$ cat src/hw/rtl/mlr_pkg.sv
`default_nettype none

package mlr_pkg;

  // Coordinate width of every endpoint and pixel.
  localparam int COORD_BITS = 12;
  // A length along one axis needs one more bit than a coordinate.
  localparam int DELTA_BITS = COORD_BITS + 1;
  // The decision variable stays well within four times the longest length.
  localparam int DEC_BITS   = COORD_BITS + 4;

  localparam logic OP_LOAD = 1'b0;
  localparam logic OP_TICK = 1'b1;

  localparam logic [1:0] CASE_SHALLOW_POS = 2'd0;
  localparam logic [1:0] CASE_STEEP_POS   = 2'd1;
  localparam logic [1:0] CASE_SHALLOW_NEG = 2'd2;
  localparam logic [1:0] CASE_STEEP_NEG   = 2'd3;

  typedef logic signed [COORD_BITS-1:0] coord_t;
  typedef logic [DELTA_BITS-1:0]        delta_t;
  typedef logic signed [DEC_BITS-1:0]   dec_t;

  // Everything a load item sets up for the line that follows.
  typedef struct packed {
    coord_t     start_x;
    coord_t     start_y;
    coord_t     target;
    delta_t     major;
    delta_t     minor;
    dec_t       decision;
    logic [1:0] case_sel;
    logic       active;
  } line_setup_t;

endpackage

`default_nettype wire

$ cat src/hw/rtl/mlr_if.sv
`default_nettype none

interface mlr_in_if import mlr_pkg::*; ();
  logic   valid;
  logic   ready;
  logic   opcode;
  coord_t x_start;
  coord_t y_start;
  coord_t x_end;
  coord_t y_end;

  modport source (output valid, opcode, x_start, y_start, x_end, y_end, input ready);
  modport sink   (input valid, opcode, x_start, y_start, x_end, y_end, output ready);
endinterface

interface mlr_out_if import mlr_pkg::*; ();
  logic   valid;
  logic   ready;
  coord_t pixel_x;
  coord_t pixel_y;
  logic   last_pixel;

  modport source (output valid, pixel_x, pixel_y, last_pixel, input ready);
  modport sink   (input valid, pixel_x, pixel_y, last_pixel, output ready);
endinterface

`default_nettype wire

$ cat src/hw/rtl/mlr_setup.sv
`default_nettype none

// Orders the endpoints so that x runs upward, picks the octant pair and
// forms the initial decision value.
module mlr_setup import mlr_pkg::*; (
  input  coord_t      x_start,
  input  coord_t      y_start,
  input  coord_t      x_end,
  input  coord_t      y_end,
  output line_setup_t setup
);

  logic                         swap;
  coord_t                       xs, ys, xe, ye;
  delta_t                       dx;
  logic signed [DELTA_BITS-1:0] dy;
  delta_t                       ady;
  logic                         shallow;
  delta_t                       major, minor;

  assign swap = x_start > x_end;
  assign xs   = swap ? x_end   : x_start;
  assign ys   = swap ? y_end   : y_start;
  assign xe   = swap ? x_start : x_end;
  assign ye   = swap ? y_start : y_end;

  assign dx  = delta_t'(DELTA_BITS'(xe) - DELTA_BITS'(xs));
  assign dy  = DELTA_BITS'(ye) - DELTA_BITS'(ys);
  assign ady = dy[DELTA_BITS-1] ? delta_t'(-dy) : delta_t'(dy);

  assign shallow = ady <= dx;
  assign major   = shallow ? dx  : ady;
  assign minor   = shallow ? ady : dx;

  always_comb begin
    setup.start_x  = xs;
    setup.start_y  = ys;
    setup.target   = shallow ? xe : ye;
    setup.major    = major;
    setup.minor    = minor;
    setup.decision = dec_t'({minor, 1'b0}) - dec_t'(major);
    if (shallow) begin
      setup.case_sel = dy[DELTA_BITS-1] ? CASE_SHALLOW_NEG : CASE_SHALLOW_POS;
    end else begin
      setup.case_sel = dy[DELTA_BITS-1] ? CASE_STEEP_NEG : CASE_STEEP_POS;
    end
    setup.active   = major != '0;
  end

endmodule

`default_nettype wire

$ cat src/hw/rtl/midpoint_line_rasterizer.sv
`default_nettype none

// Midpoint line engine. A load item (opcode 0) carries two signed endpoints
// and produces the line's start pixel at once; every tick item (opcode 1)
// then produces the next pixel, and the end point is flagged with
// last_pixel. A tick while no line is being drawn produces nothing, and a
// load during a line abandons it. Endpoints are reordered so that x always
// increases, so a line is drawn from its left end. The engine takes one item
// per clock cycle while its input is not stalled, and the result is registered
// in the cycle after the item is accepted: each tick is a single add on the
// decision value and a step of one along the major axis and, when due, the
// minor axis, all done between the accepted item and the result register. The
// input stalls only while a result sits in that register and the downstream side does not take it.
module midpoint_line_rasterizer import mlr_pkg::*; (
  input  wire           clk,
  input  wire           rst_n,
  mlr_in_if.sink        in_chan,
  mlr_out_if.source     out_chan
);

  line_setup_t setup;

  mlr_setup u_setup (
    .x_start (in_chan.x_start),
    .y_start (in_chan.y_start),
    .x_end   (in_chan.x_end),
    .y_end   (in_chan.y_end),
    .setup   (setup)
  );

  // Line state.
  coord_t     cursor_x_r, cursor_x_nxt;
  coord_t     cursor_y_r, cursor_y_nxt;
  coord_t     target_r, target_nxt;
  delta_t     major_r, major_nxt;
  delta_t     minor_r, minor_nxt;
  dec_t       decision_r, decision_nxt;
  logic [1:0] case_sel_r, case_sel_nxt;
  logic       line_active_r, line_active_nxt;

  // Result register.
  logic       out_valid_r, out_valid_nxt;
  coord_t     out_x_r, out_x_nxt;
  coord_t     out_y_r, out_y_nxt;
  logic       out_last_r, out_last_nxt;

  logic       in_accept;
  logic       is_load;
  logic       minor_step;
  coord_t     step_x, step_y;
  logic       step_last;

  // A new item may enter whenever the result register is empty or is being
  // emptied in this cycle.
  assign in_chan.ready = !out_valid_r || out_chan.ready;
  assign in_accept     = in_chan.valid && in_chan.ready;
  assign is_load       = in_chan.opcode == OP_LOAD;

  // One step along the major axis; the minor axis follows when the decision
  // value is not negative.
  assign minor_step = !decision_r[DEC_BITS-1];

  always_comb begin
    step_x = cursor_x_r;
    step_y = cursor_y_r;
    unique case (case_sel_r)
      CASE_SHALLOW_POS: begin
        step_x = cursor_x_r + coord_t'(1);
        if (minor_step) step_y = cursor_y_r + coord_t'(1);
      end
      CASE_SHALLOW_NEG: begin
        step_x = cursor_x_r + coord_t'(1);
        if (minor_step) step_y = cursor_y_r - coord_t'(1);
      end
      CASE_STEEP_POS: begin
        step_y = cursor_y_r + coord_t'(1);
        if (minor_step) step_x = cursor_x_r + coord_t'(1);
      end
      CASE_STEEP_NEG: begin
        step_y = cursor_y_r - coord_t'(1);
        if (minor_step) step_x = cursor_x_r + coord_t'(1);
      end
      default: begin
        step_x = cursor_x_r;
        step_y = cursor_y_r;
      end
    endcase
    // Even codes are the shallow cases, where x is the major axis.
    step_last = case_sel_r[0] ? (step_y == target_r) : (step_x == target_r);
  end

  always_comb begin
    cursor_x_nxt    = cursor_x_r;
    cursor_y_nxt    = cursor_y_r;
    target_nxt      = target_r;
    major_nxt       = major_r;
    minor_nxt       = minor_r;
    decision_nxt    = decision_r;
    case_sel_nxt    = case_sel_r;
    line_active_nxt = line_active_r;
    out_valid_nxt   = out_valid_r && !out_chan.ready;
    out_x_nxt       = out_x_r;
    out_y_nxt       = out_y_r;
    out_last_nxt    = out_last_r;

    if (in_accept) begin
      if (is_load) begin
        cursor_x_nxt    = setup.start_x;
        cursor_y_nxt    = setup.start_y;
        target_nxt      = setup.target;
        major_nxt       = setup.major;
        minor_nxt       = setup.minor;
        decision_nxt    = setup.decision;
        case_sel_nxt    = setup.case_sel;
        line_active_nxt = setup.active;
        out_valid_nxt   = 1'b1;
        out_x_nxt       = setup.start_x;
        out_y_nxt       = setup.start_y;
        // A line of a single point ends where it starts.
        out_last_nxt    = !setup.active;
      end else if (line_active_r) begin
        cursor_x_nxt    = step_x;
        cursor_y_nxt    = step_y;
        if (minor_step) begin
          decision_nxt = decision_r + dec_t'({minor_r, 1'b0}) - dec_t'({major_r, 1'b0});
        end else begin
          decision_nxt = decision_r + dec_t'({minor_r, 1'b0});
        end
        line_active_nxt = !step_last;
        out_valid_nxt   = 1'b1;
        out_x_nxt       = step_x;
        out_y_nxt       = step_y;
        out_last_nxt    = step_last;
      end
    end
  end

  always_ff @(posedge clk) begin
    if (!rst_n) begin
      cursor_x_r    <= '0;
      cursor_y_r    <= '0;
      target_r      <= '0;
      major_r       <= '0;
      minor_r       <= '0;
      decision_r    <= '0;
      case_sel_r    <= CASE_SHALLOW_POS;
      line_active_r <= 1'b0;
      out_valid_r   <= 1'b0;
    end else begin
      cursor_x_r    <= cursor_x_nxt;
      cursor_y_r    <= cursor_y_nxt;
      target_r      <= target_nxt;
      major_r       <= major_nxt;
      minor_r       <= minor_nxt;
      decision_r    <= decision_nxt;
      case_sel_r    <= case_sel_nxt;
      line_active_r <= line_active_nxt;
      out_valid_r   <= out_valid_nxt;
    end
  end

  always_ff @(posedge clk) begin
    out_x_r    <= out_x_nxt;
    out_y_r    <= out_y_nxt;
    out_last_r <= out_last_nxt;
  end

  assign out_chan.valid      = out_valid_r;
  assign out_chan.pixel_x    = out_x_r;
  assign out_chan.pixel_y    = out_y_r;
  assign out_chan.last_pixel = out_last_r;

  // A tick taken while idle leaves the result register empty.
  a_idle_tick_silent: assert property (@(posedge clk) disable iff (!rst_n)
    (in_accept && !is_load && !line_active_r) |=> !out_valid_r)
    else $error("idle tick produced a result");

  // After a load the last flag agrees with whether a line remains to draw.
  a_load_last: assert property (@(posedge clk) disable iff (!rst_n)
    (in_accept && is_load) |=> (out_valid_r && (out_last_r == !line_active_r)))
    else $error("load result and line state disagree");

  // A drawing tick ends the line exactly when it flags the last pixel.
  a_tick_last: assert property (@(posedge clk) disable iff (!rst_n)
    (in_accept && !is_load && line_active_r) |=>
      (out_valid_r && (out_last_r == !line_active_r)))
    else $error("tick result and line state disagree");

  // The emitted pixel is the cursor the line state now holds.
  a_cursor_match: assert property (@(posedge clk) disable iff (!rst_n)
    (in_accept && (is_load || line_active_r)) |=>
      ((out_x_r == cursor_x_r) && (out_y_r == cursor_y_r)))
    else $error("emitted pixel differs from cursor");

endmodule

`default_nettype wire

$ cat src/flat_wrapper.sv
// flat-port wrapper written by rule: the top's interface ports become plain ports
module midpoint_line_rasterizer_flat import mlr_pkg::*;
  (clk, rst_n, in_chan_valid, in_chan_opcode, in_chan_x_start, in_chan_y_start, in_chan_x_end, in_chan_y_end, in_chan_ready, out_chan_valid, out_chan_pixel_x, out_chan_pixel_y, out_chan_last_pixel, out_chan_ready);
  mlr_in_if in_chan_i ();
  mlr_out_if out_chan_i ();
  input  wire clk;
  input  wire rst_n;
  input wire logic [$bits(in_chan_i.valid)-1:0] in_chan_valid;
  input wire logic [$bits(in_chan_i.opcode)-1:0] in_chan_opcode;
  input wire logic [$bits(in_chan_i.x_start)-1:0] in_chan_x_start;
  input wire logic [$bits(in_chan_i.y_start)-1:0] in_chan_y_start;
  input wire logic [$bits(in_chan_i.x_end)-1:0] in_chan_x_end;
  input wire logic [$bits(in_chan_i.y_end)-1:0] in_chan_y_end;
  output wire logic [$bits(in_chan_i.ready)-1:0] in_chan_ready;
  output wire logic [$bits(out_chan_i.valid)-1:0] out_chan_valid;
  output wire logic [$bits(out_chan_i.pixel_x)-1:0] out_chan_pixel_x;
  output wire logic [$bits(out_chan_i.pixel_y)-1:0] out_chan_pixel_y;
  output wire logic [$bits(out_chan_i.last_pixel)-1:0] out_chan_last_pixel;
  input wire logic [$bits(out_chan_i.ready)-1:0] out_chan_ready;
  assign in_chan_i.valid = in_chan_valid;
  assign in_chan_i.opcode = in_chan_opcode;
  assign in_chan_i.x_start = in_chan_x_start;
  assign in_chan_i.y_start = in_chan_y_start;
  assign in_chan_i.x_end = in_chan_x_end;
  assign in_chan_i.y_end = in_chan_y_end;
  assign in_chan_ready = in_chan_i.ready;
  assign out_chan_valid = out_chan_i.valid;
  assign out_chan_pixel_x = out_chan_i.pixel_x;
  assign out_chan_pixel_y = out_chan_i.pixel_y;
  assign out_chan_last_pixel = out_chan_i.last_pixel;
  assign out_chan_i.ready = out_chan_ready;
  midpoint_line_rasterizer u_core (.clk(clk), .rst_n(rst_n), .in_chan(in_chan_i), .out_chan(out_chan_i));
endmodule
$ cat config.mk
export PLATFORM = sky130hd
export DESIGN_NAME = midpoint_line_rasterizer_flat
export DESIGN_NICKNAME = d
export VERILOG_FILES = /design/src/hw/rtl/mlr_pkg.sv /design/src/hw/rtl/mlr_if.sv /design/src/hw/rtl/mlr_setup.sv /design/src/hw/rtl/midpoint_line_rasterizer.sv /design/src/flat_wrapper.sv
export SDC_FILE = /design/constraint.sdc
export NUM_CORES = 1
export LEC_CHECK = 0
export BUFFER_PORTS_ARGS = -buffer_cell sky130_fd_sc_hd__buf_2
export CAP_MARGIN = 20
export CORE_ASPECT_RATIO = 0.75
export CORE_MARGIN = 1.5
export CORE_UTILIZATION = 42
export CTS_CLUSTER_SIZE = 10
export DETAILED_ROUTE_END_ITERATION = 8
export GPL_TIMING_DRIVEN = 1
export HOLD_SLACK_MARGIN = 0.1
export PLACE_DENSITY_LB_ADDON = 0.2
export REMOVE_ABC_BUFFERS = 1
export SLEW_MARGIN = 0
export SYNTH_ARGS = -nofsm -noshare
export SYNTH_HDL_FRONTEND = slang
export SYNTH_SLANG_ARGS = --single-unit
$ cat constraint.sdc
create_clock -name clk -period 12.8 [get_ports clk]
set_clock_uncertainty 0.15 [all_clocks]
set_input_delay 1.28 -clock clk [delete_from_list [all_inputs] [get_ports clk]]
set_output_delay 1.28 -clock clk [all_outputs]
set_load 0.1 [all_outputs]
## After elaboration in Yosys (flattened, before gate mapping)

Index checks and enable logic that the tools add are counted.

- $add $sub $neg: 9
- Order comparisons: 2
- Equal/unequal tests: 6
- Multiplexer cells: 31
- Bitwise logic cells: 1
- Reduce and logical (&&, ||, !) cells: 13

Operators with widths:

| cell | count |
|---|---|
| $mux 12 | 12 |
| $mux 16 | 3 |
| $pmux 12 s4 | 1 |
| $mux 13 | 3 |
| $sub 12x12->13 | 2 |
| $add 12x2->12 const B | 2 |
| $eq 12x12->1 | 2 |
| $pmux 12 s2 | 1 |
| $add 16x15->16 | 1 |
| $sub 16x15->16 | 1 |
| $sub 14x13->15 | 1 |
| $le 13x13->1 | 1 |
| $neg 13->13 | 1 |
| $reduce_bool 13->1 | 1 |
| $gt 12x12->1 | 1 |
| $sub 12x2->12 const B | 1 |
| $mux 1 | 8 |
| $mux 2 | 3 |
| $eq 2x2->1 const B | 2 |
| $logic_not 1->1 | 4 |
| $reduce_and 2->1 | 2 |
| $reduce_or 2->1 | 2 |
| $eq 2x1->1 const B | 1 |
| $logic_and 1x1->1 | 2 |
| 4 further kinds | 4 |

- Bits in registers: 107
- Output and inout port bits: 27
- Logic and storage cells: 74

## Longest topological paths before layout

Gate-level depths: netlist of the first run.

- Word-level depth: 10
- Gate-level depth with buffers: 62
- Mapped depth without buffers: 50

## By module

From an unflattened synthesis of the first run, not the netlist that was laid out.

- Cell total of the unflattened synthesis: 1465
- Area total of the unflattened synthesis: 10532.6 µm²

Modules (own cells, without submodules):

| module | times used | cells each | area each (µm²) | seq. area each (µm²) |
|---|---|---|---|---|
| midpoint_line_rasterizer | 1 | 793 | 6341.1 | 2372.3 |
| mlr_setup | 1 | 672 | 4191.5 | 0.0 |

## Least setup slack after synthesis of the first run

No wires, ideal clock.

- Kind: input to register
- Start point: in in_chan_x_end[9]
- End point: reg u_core.decision_r[15]
- Library setup time: 0.086 ns
- Arrival time: 12.761 ns
- Slack: -0.197 ns
- Stages on the path: 54
- Path through: inv_1 > ha_1 > and2_1 > and3_1 > a21o_2 > o31a_1 > nor2_2 > buf_2 > buf_1 > clkbuf_1 > buf_1 > nor2_1 > nor2_1 > ha_1 > nand2_1 > and3_1 > o221ai_1 > o211ai_1 > (+18 left out) > buf_1 > buf_2 > a21oi_1 > fa_1 > a21o_1 > a21oi_1 > inv_1 > maj3_1 > maj3_1 > nand2_1 > o221ai_1 > maj3_2 > a21oi_2 > nor2_1 > o21ai_2 > nand2b_1 > a2111o_1 > a221oi_2

RTL lines:

| what | line | RTL |
|---|---|---|
| from (decl) | flat_wrapper.sv:12 | `input wire logic [$bits(in_chan_i.x_end)-1:0] in_chan_x_end;` |
| to (signal assigned) | midpoint_line_rasterizer.sv:155 | `decision_r <= decision_nxt;` |
| to (decl) | midpoint_line_rasterizer.sv:37 | `dec_t decision_r, decision_nxt;` |

==> key figures, run 1 <==
Floorplanning
  – Die H: approximately 140 um
  – Row count: 50
  – Core area: between 20000 and 25000 um^2
  – Starting Density: around 43%
  – Die Footprint: roughly 26000 um^2
  – I/O Pins: 80
  – Die X: 186 um

Critical path
  – Crit path launch type: input pin
  – WS Path Type: in -> reg
  – Critical path depth in cells: between 40 and 50
  – Worst path slowest cell: or4_4
  – R2R depth: 22
  – R2R Path End: u_core.decision_r[13]
  – CP Launch Point: in_chan_x_end[9]
  – R2r startpoint: u_core.decision_r[1]
  – R2R Setup Slk: around 8400 ps
  – Delay-heaviest family, CP: simple AND/OR/NAND/NOR gates
  – Worst setup path end: u_core.decision_r[15]
  – Setup crit end kind: register
  – CP max stage delay: ~570 ps
  – WP buf/inv: 5
  – Critical path required time: about 13000 ps
  – CP max FO: 38
  – Arr. time, crit path: around 12000 ps

Routing
  – Vias/cell: about 5.7
  – Via count: around 10000
  – Overall routed net length: about 33000 um
  – ANT nets after route: 0
  – Drt drc: 0
  – DR iter-0 viols: ~1000
  – WL per Instance: 18.0 um
  – Pre-Repair DR Iteration Count: 5

Synth
  – Synth area leaders: dfxtp_1 (15%), nand2_1 (8.2%), ha_1 (7.3%), edfxtp_1 (7.1%), xnor2_1 (6.4%)
  – Yosys top cell by area: dfxtp_1
  – Gate Count Post-Synth: around 1500
  – Sequential area share after synthesis: between 20% and 30%
  – Mapped Area: 10600 um^2
  – Post-synth EDFFs: 25
  – Synth warn: 0
  – Synth cell types: just over 90
  – Synth top area share: between 10% and 20%
  – Most common flop cell mapped by yosys: dfxtp_1
  – Synth Area per Inst: just over 7 um^2
  – Flops & latches, synth: about 110
  – Async set or reset register ratio after synthesis: 0%

STA
  – Max-slew violation count: 0
  – Max-Slew Margin vs Limit: 33.6%
  – Fmax: between 0.08 and 0.09 GHz
  – Worst setup margin: around 1300 ps
  – Worst-Margin Slew: around 980 ps
  – Final Cycle Share: roughly nine tenths
  – RSZ-0062 raised after global routing: no
  – Final Hold Vio Count: 0
  – Hold slack: 310 ps
  – Tmin final: approximately 11000 ps
  – Final setup vio count: 0
  – Setup_tns: 0 ps

Global route
  – Total GRT Usage: 25.3%
  – Largest net degree at the start of global routing: 66
  – Vias in the first global route: ~9200
  – GR Overflow Total: 0
  – Routing usage on met1: ~40%
  – Initial antenna violation count: 0
  – First-pass GRT wire length: a little over 50000 um
  – Met3 usage: roughly 3.7%
  – M2 GR Usage: 35.0%
  – GR peak layer: met1

Power and ir drop
  – Peak supply drop: ~100 uV
  – Leak Pwr: between 4 and 5 nW
  – Power Dens Cells: between 150 and 200 nW/um^2
  – Tot Pwr: approximately 2.2 mW

Clock network
  – Root Driver: clkbuf_16
  – CTS sink count: about 110
  – PostCTS Resize Cnt: 0
  – Clock-pin slew on the worst setup and hold paths: around 80 ps
  – CTS Hold Buffers Added: 0
  – Buffer depth of the longest clock path: 2
  – Skew-Pair Late Insertion Delay: ~360 ps
  – H-tree levels: 3
  – CTS tree: built
  – CTS Buf Count: 9
  – Setup Buffers After CTS: 0

Place
  – Routability cong.: 0.949
  – HPWL after DPL: 25200 um
  – PortBufs: 79
  – Setup WS pre-CTS: around 1100 ps

Run
  – Max_cap viols: 0

Layout
  – Fin nets: ~1600
  – Antenna cell count: 0
  – Fin util: between 40% and 50%
  – Layout cells sized above 1: between 10% and 20%
  – Layout Area Growth over Synthesis: 8.90%
  – Most common cell after layout, fill and taps aside: nand2_1
  – Commonest cells after routing, fill and taps aside: nand2_1 (230), nor2_1 (120), a21oi_1 (115), o21ai_0 (111), inv_1 (94)

Worst hold path
  – Worst hold path type: reg -> reg

Status
  – Run status: complete, no violations
[metrics by stage]
stage | instance area, um^2 | std cells
after global placement | 11200 | 1805
after detailed placement | 11200 | 1805
after CTS | 11500 | 1821
final | 11500 | 1821
after floorplan | 10300 | 1374
after global routing | 11500 | 1821
[layer usage]
metal	wire length (um)	vias up	share of wire, %
li1	-	5158	-
met1	16900	4857	52
met2	12800	383	39
met3	2570	32	7.9
met4	412	0	1.3
met5	0	-	0
[cells in the mapped netlist (7+ instances only)]
cell type  instances
and3_1            19
nand2_1          230
o21bai_1          11
a211oi_1          15
maj3_1            19
nand4_1           11
and2_1            11
nor3_1            18
o211ai_1          35
o21a_1             8
a31oi_1           15
clkbuf_1          59
nor2b_1           22
xnor2_1           77
nand2b_1          19
xor2_1            36
o21ai_0          111
inv_1             94
ha_1              62
a21oi_1          115
dfxtp_1           81
nor2_1           121
nand3_1           36
edfxtp_1          25
mux2i_1           44
nor4_1             7
buf_1             11
[state kept, by name (all words and copies together), names as in the netlist, 2 cells and up]
signal and cells:
u_core.cursor_y_r 12, u_core.minor_r 13, u_core.out_chan.pixel_x 12, u_core.decision_r 15, u_core.target_r 12, u_core.out_chan.pixel_y 12
u_core.cursor_x_r 12, u_core.case_sel_r 2, u_core.major_r 13
[worst min path at each step]
stage	depth (start not counted)	start	to
2_1_floorplan	2	u_core.minor_r[4]	u_core.minor_r[4]
3_3_place_gp	2	u_core.major_r[10]	u_core.major_r[10]
3_5_place_dp	2	u_core.decision_r[8]	u_core.decision_r[8]
4_1_cts	2	u_core.decision_r[8]	u_core.decision_r[8]
5_1_grt	2	u_core.major_r[9]	u_core.major_r[9]
6_report	2	u_core.major_r[11]	u_core.major_r[11]
[cell type report]
type | instances | area, um^2
inverter | 97 | 364
tap | 338 | 423
fill | 2521 | 13300
multi-input combinational | 1171 | 7530
sequential | 106 | 2370
clock inverter | 7 | 88.8
clock buffer | 9 | 225
timing repair buffer | 93 | 500
[tightest hold or removal path, stage by stage, from the launching register on]
cell,delay (ps)
dfxtp_1,320
nand2_1,50
a21oi_1,50
[power by group]
group / leakage, nW / switching, mW / internal (mW) / total, mW
Sequential: 0.900 / 0.0258 / 0.382 / 0.408
Combinational: 3.61 / 0.957 / 0.581 / 1.54
Clock: 0.153 / 0.154 / 0.143 / 0.297
[cells by family after synthesis]
group | Yosys count | share of synthesized area, %
AO/OA/AOI/OAI | 392 | 23.8
XOR/XNOR | 114 | 9.58
adder cells (fa/ha/maj) | 86 | 9.92
buffers and inverters | 175 | 6.39
flip-flops | 106 | 22.4
multiplexers | 51 | 4.95
AND/OR/NAND/NOR | 528 | 22.9
Power figures use the tool's default switching activity.
==> inputs of run 2 (changes only) <==
REMOVE_ABC_BUFFERS = default   (was 1)
==> key figures, run 2 (synthesis gave the netlist of run 1 again) <==
Global route
  – Largest net degree at the start of global routing: 88 (+33%)
  – First-pass GRT wire length: 52200 um (+1.2%)
  – Initial antenna violation count: 0 (unchanged)
  – Total GRT Usage: 25.9% (+0.61 points)
  – Vias in the first global route: 9236 (+0.29%)
  – GR Overflow Total: 0 (unchanged)

Clock network
  – PostCTS Resize Cnt: 0 (unchanged)
  – Root Driver: clkbuf_16
  – H-tree levels: 3 (unchanged)
  – Setup Buffers After CTS: 0 (unchanged)
  – CTS tree: built
  – CTS Buf Count: 9 (unchanged)
  – CTS sink count: 106 (unchanged)
  – CTS Hold Buffers Added: 0 (unchanged)
  – Clock-pin slew on the worst setup and hold paths: 80 ps (about the same)
  – Skew-Pair Late Insertion Delay: 370 ps (about the same)
  – Buffer depth of the longest clock path: 2 (unchanged)

Critical path
  – Worst setup path end: u_core.decision_r[15]
  – R2R Path End: u_core.decision_r[13]
  – Critical path required time: 12930 ps (about the same)
  – Worst path slowest cell: or4_4
  – CP max FO: 14 (-63%)
  – Crit path launch type: input pin
  – R2r startpoint: u_core.decision_r[1]
  – Setup crit end kind: register
  – R2R depth: 22 (unchanged)
  – CP Launch Point: in_chan_x_end[7]
  – CP max stage delay: 570 ps (about the same)
  – R2R Setup Slk: 8260 ps (-90 ps)
  – Arr. time, crit path: 11710 ps (+90 ps)
  – WS Path Type: in -> reg

Floorplanning
  – I/O Pins: 80 (unchanged)
  – Die X: 186 um (unchanged)
  – Row count: 50 (unchanged)
  – Die H: 140 um (unchanged)
  – Die Footprint: 26100 um^2 (unchanged)
  – Core area: 24800 um^2 (unchanged)
  – Starting Density: 42.5% (unchanged)

STA
  – Final setup vio count: 0 (unchanged)
  – RSZ-0062 raised after global routing: no
  – Worst-Margin Slew: 964 ps (-20.3 ps)
  – Worst setup margin: 1220 ps (-93.9 ps)
  – Final Hold Vio Count: 0 (unchanged)
  – Tmin final: 11580 ps (+93.9 ps)
  – Setup_tns: 0 ps (unchanged)
  – Hold slack: 307 ps (-3.03 ps)
  – Fmax: 0.0864 GHz (-0.81%)
  – Max-Slew Margin vs Limit: 34.9% (+1.4 points)
  – Final Cycle Share: 90.5% (+0.73 points)
  – Max-slew violation count: 0 (unchanged)

Worst hold path
  – Worst Hold Launch: u_core.major_r[12]
  – Worst hold path type: reg -> reg

Routing
  – WL per Instance: 18.2 um (+1.4%)
  – Drt drc: 0 (unchanged)
  – Pre-Repair DR Iteration Count: 5 (unchanged)
  – ANT nets after route: 0 (unchanged)
  – Via count: 10300 (-1.5%)
  – Vias/cell: 5.65 (-1.3%)
  – Overall routed net length: 33100 um (+1.2%)
  – DR iter-0 viols: 859 (-17%)

Place
  – Routability cong.: 0.965 (+1.6%)
  – HPWL after DPL: 25600 um (+1.4%)
  – Setup WS pre-CTS: 963 ps (-117 ps)
  – PortBufs: 79 (unchanged)

Power and ir drop
  – Power Dens Cells: 192 nW/um^2 (-1.3%)
  – Tot Pwr: 2.21 mW (-1.5%)
  – Peak supply drop: 135 uV (+34%)
  – Leak Pwr: 4.65 nW (-0.35%)

Layout
  – Commonest cells after routing, fill and taps aside: nand2_1 (230), nor2_1 (120), a21oi_1 (115), o21ai_0 (111), inv_1 (94)
  – Regs by FF count: u_core.decision_r: 15 flops, u_core.major_r: 13 flops, u_core.minor_r: 13 flops
  – Max reg flops: 15 (unchanged)
  – Fin nets: 1593 (-0.19%)
  – Layout Area Growth over Synthesis: 8.71%
  – Layout cells sized above 1: 10.3% (-0.18 points)
  – Antenna cell count: 0 (unchanged)
  – Most common cell after layout, fill and taps aside: nand2_1
  – Reg with most FFs: u_core.decision_r
  – Fin util: 46.3% (-0.081 points)

Run
  – Max_cap viols: 0 (unchanged)

Synth
  – Syn nets: 1570

Status
  – Run status: complete, no violations
[run 2: changes by cell type in the layout (fill, tap and decap cells not counted)]
cell / previous run / this run
buf_4: 14 / 11
clkinv_8: 2 / 3
clkinv_4: 0 / 1
inv_8: 2 / 0
[run 2: critical path, delay by kind of cell]
family,cells,cell delay [ps]
adder cells (fa/ha/maj),7,2450
AO/OA/AOI/OAI,16,3780
XOR/XNOR,1,210
AND/OR/NAND/NOR,17,3470
buffers and inverters,5,510
[run 2: routing by layer]
metal,vias to the layer above,GRT usage (%),share of wire (%),wire (um)
met1,4756,40.2,51,17000
met2,332,35.4,39,13000
met5,-,0,0,0
met4,0,5.01,1.0,337
met3,26,6.32,8.3,2740
li1,5162,-,-,-
[run 2: where the power goes]
| group | internal (mW) | switching (mW) |
|---|---|---|
| Clock | 0.142 | 0.151 |
| Sequential | 0.382 | 0.0301 |
| Combinational | 0.579 | 0.925 |
| Total | 1.10 | 1.11 |
[run 2: metrics by stage]
stage	instance area, um^2	cells
floorplan	10600	1452
global placement	11200	1802
detailed placement	11200	1802
CTS	11500	1818
global route	11500	1818
finish	11500	1818
[run 2: cell type report]
type | count | area (um^2)
fillers | 2557 | 13300
multi-input cells | 1171 | 7530
flip-flops and latches | 106 | 2370
repair buffers | 90 | 478
well taps | 338 | 423
inverters | 97 | 364
clock buffers | 9 | 225
clock inverters | 7 | 91.3
[run 2: worst min-delay path by stage]
| stage | slack [ps] | depth (start not counted) | endpoint |
|---|---|---|---|
| floorplan | 290 | 2 | u_core.minor_r[4] |
| global placement | 300 | 2 | u_core.major_r[9] |
| detailed placement | 300 | 2 | u_core.major_r[12] |
| CTS | 310 | 2 | u_core.major_r[12] |
| global route | 330 | 2 | u_core.major_r[9] |
| finish | 310 | 2 | u_core.major_r[12] |
==> inputs of run 3 (changes only) <==
CORE_ASPECT_RATIO = 1.1   (was 0.75)
==> key figures, run 3 (synthesis gave the netlist of run 1 again) <==
Status
  – Run status: complete, no violations

Clock network
  – Clock-pin slew on the worst setup and hold paths: 80 ps (about the same)
  – PostCTS Resize Cnt: 0 (unchanged)
  – Root Driver: clkbuf_16
  – CTS tree: built
  – H-tree levels: 3 (unchanged)
  – Setup Buffers After CTS: 0 (unchanged)
  – Buffer depth of the longest clock path: 2 (unchanged)
  – CTS sink count: 106 (unchanged)
  – CTS Hold Buffers Added: 0 (unchanged)
  – Skew-Pair Late Insertion Delay: 360 ps (about the same)
  – CTS Buf Count: 9 (unchanged)

Critical path
  – Critical path required time: 12920 ps (about the same)
  – Crit path launch type: input pin
  – Setup crit end kind: register
  – CP max stage delay: 570 ps (about the same)
  – WS Path Type: in -> reg
  – CP max FO: 49 (+35)
  – Worst path slowest cell: or4_4
  – Arr. time, crit path: 11680 ps (-30 ps)

Floorplanning
  – Die H: 169 um (+21%)
  – Die Footprint: 26100 um^2 (about the same)
  – Row count: 60 (+20%)
  – I/O Pins: 80 (unchanged)
  – Core area: 24600 um^2 (-0.86%)
  – Die X: 154 um (-17%)
  – Starting Density: 42.9% (+0.37 points)

STA
  – Final Hold Vio Count: 0 (unchanged)
  – Final setup vio count: 0 (unchanged)
  – Max-slew violation count: 0 (unchanged)
  – Fmax: 0.0865 GHz (+0.15%)
  – Final Cycle Share: 90.3% (-0.14 points)
  – Setup_tns: 0 ps (unchanged)
  – RSZ-0062 raised after global routing: no
  – Tmin final: 11560 ps (-17.5 ps)
  – Worst-Margin Slew: 949 ps (-14.7 ps)
  – Max-Slew Margin vs Limit: 36.7% (+1.7 points)

Layout
  – Reg with most FFs: u_core.decision_r
  – Fin util: 46.5% (+0.26 points)
  – Multi-input logic area: 7530 um^2 (unchanged)
  – Fin cells: 1791 (-1.5%)
  – Regs by FF count: u_core.decision_r: 15 flops, u_core.major_r: 13 flops, u_core.minor_r: 13 flops
  – Commonest cells after routing, fill and taps aside: nand2_1 (230), nor2_1 (120), a21oi_1 (115), o21ai_0 (111), inv_1 (94)
  – Most common cell after layout, fill and taps aside: nand2_1
  – Layout fillers: 2495 (-2.4%)
  – Max reg flops: 15 (unchanged)
  – Layout cells sized above 1: 10.3% (+0.061 points)
  – FF/Latch Area: 2370 um^2 (unchanged)
  – Post-route cell area: 11500 um^2 (-0.29%)
  – Antenna cell count: 0 (unchanged)
  – Layout Area Growth over Synthesis: 8.39%
  – Fin nets: 1594 (+0.063%)

Synth
  – Syn nets: 1570 (unchanged)

Power and ir drop
  – Leak Pwr: 4.65 nW (about the same)
  – Peak supply drop: 91.7 uV (-32%)
  – Tot Pwr: 2.19 mW (-0.95%)
  – Power Dens Cells: 191 nW/um^2 (-0.66%)

Global route
  – GR Overflow Total: 0 (unchanged)
  – First-pass GRT wire length: 51500 um (-1.4%)
  – Total GRT Usage: 24.8% (-1.1 points)
  – Largest net degree at the start of global routing: 78 (-11%)
  – Vias in the first global route: 9544 (+3.3%)
  – Initial antenna violation count: 0 (unchanged)

Place
  – Placed inst area: 11100 um^2 (-0.25%)
  – Post-Place Cells: 1775 (-1.5%)
  – PortBufs: 79 (unchanged)
  – Routability cong.: 0.946 (-1.9%)
  – HPWL after DPL: 24700 um (-3.4%)

Routing
  – Via count: 10200 (-1.0%)
  – Vias/cell: 5.68 (+0.47%)
  – Pre-Repair DR Iteration Count: 5 (unchanged)
  – Overall routed net length: 31900 um (-3.7%)
  – DR iter-0 viols: 798 (-7.1%)
  – WL per Instance: 17.8 um (-2.2%)
  – Drt drc: 0 (unchanged)
  – ANT nets after route: 0 (unchanged)

Worst hold path
  – Worst hold path type: reg -> reg

Run
  – Max_cap viols: 0 (unchanged)
## run 3: where the power goes
part	total [mW]	switching [mW]	internal, mW
combinational	1.49	0.910	0.581
sequential	0.411	0.0296	0.382
clock	0.287	0.147	0.140
## run 3: stage by stage
step | worst slack, ps | hold WS [ps]
final | 1240 | 311
after global routing | 502 | 328
after CTS | 1310 | 311
after detailed placement | 944 | 301
after global placement | 1180 | 295
after floorplan | 59.5 | 286
## run 3: final cells by class
class	instances	share of cell area, %
multi-input combinational	1171	65.8
sequential	106	20.7
timing repair buffer	91	4.24
tap	310	3.39
inverter	97	3.18
clock buffer	9	1.97
clock inverter	7	0.743
## run 3: layer usage
| metal | part of all wire [%] | track usage (%) | vias up |
|---|---|---|---|
| li1 | - | - | 5139 |
| met1 | 48 | 35.5 | 4694 |
| met2 | 45 | 39.9 | 306 |
| met3 | 5.1 | 2.32 | 32 |
| met4 | 1.6 | 6.63 | 0 |
| met5 | 0 | 0 | - |
## run 3: worst paths after layout
check / from / endpoint / slack [ps] / depth (start not counted)
setup / recovery: in_chan_x_end[11] / u_core.decision_r[15] / 1240 / 45
hold / removal: u_core.decision_r[8] / u_core.decision_r[8] / 310 / 2
setup reg to reg: u_core.decision_r[1] / u_core.decision_r[14] / 8330 / 23
hold reg to reg: u_core.decision_r[8] / u_core.decision_r[8] / 310 / 2
## run 3: worst max-delay path: cells and delay by family
family | cells | cell delay [ps]
and+or+nand+nor | 19 | 4130
adders and majority gates | 7 | 2210
buffers and inverters | 6 | 900
AOI/OAI and AO/OA | 12 | 2950
xor gates and xnor gates | 1 | 190
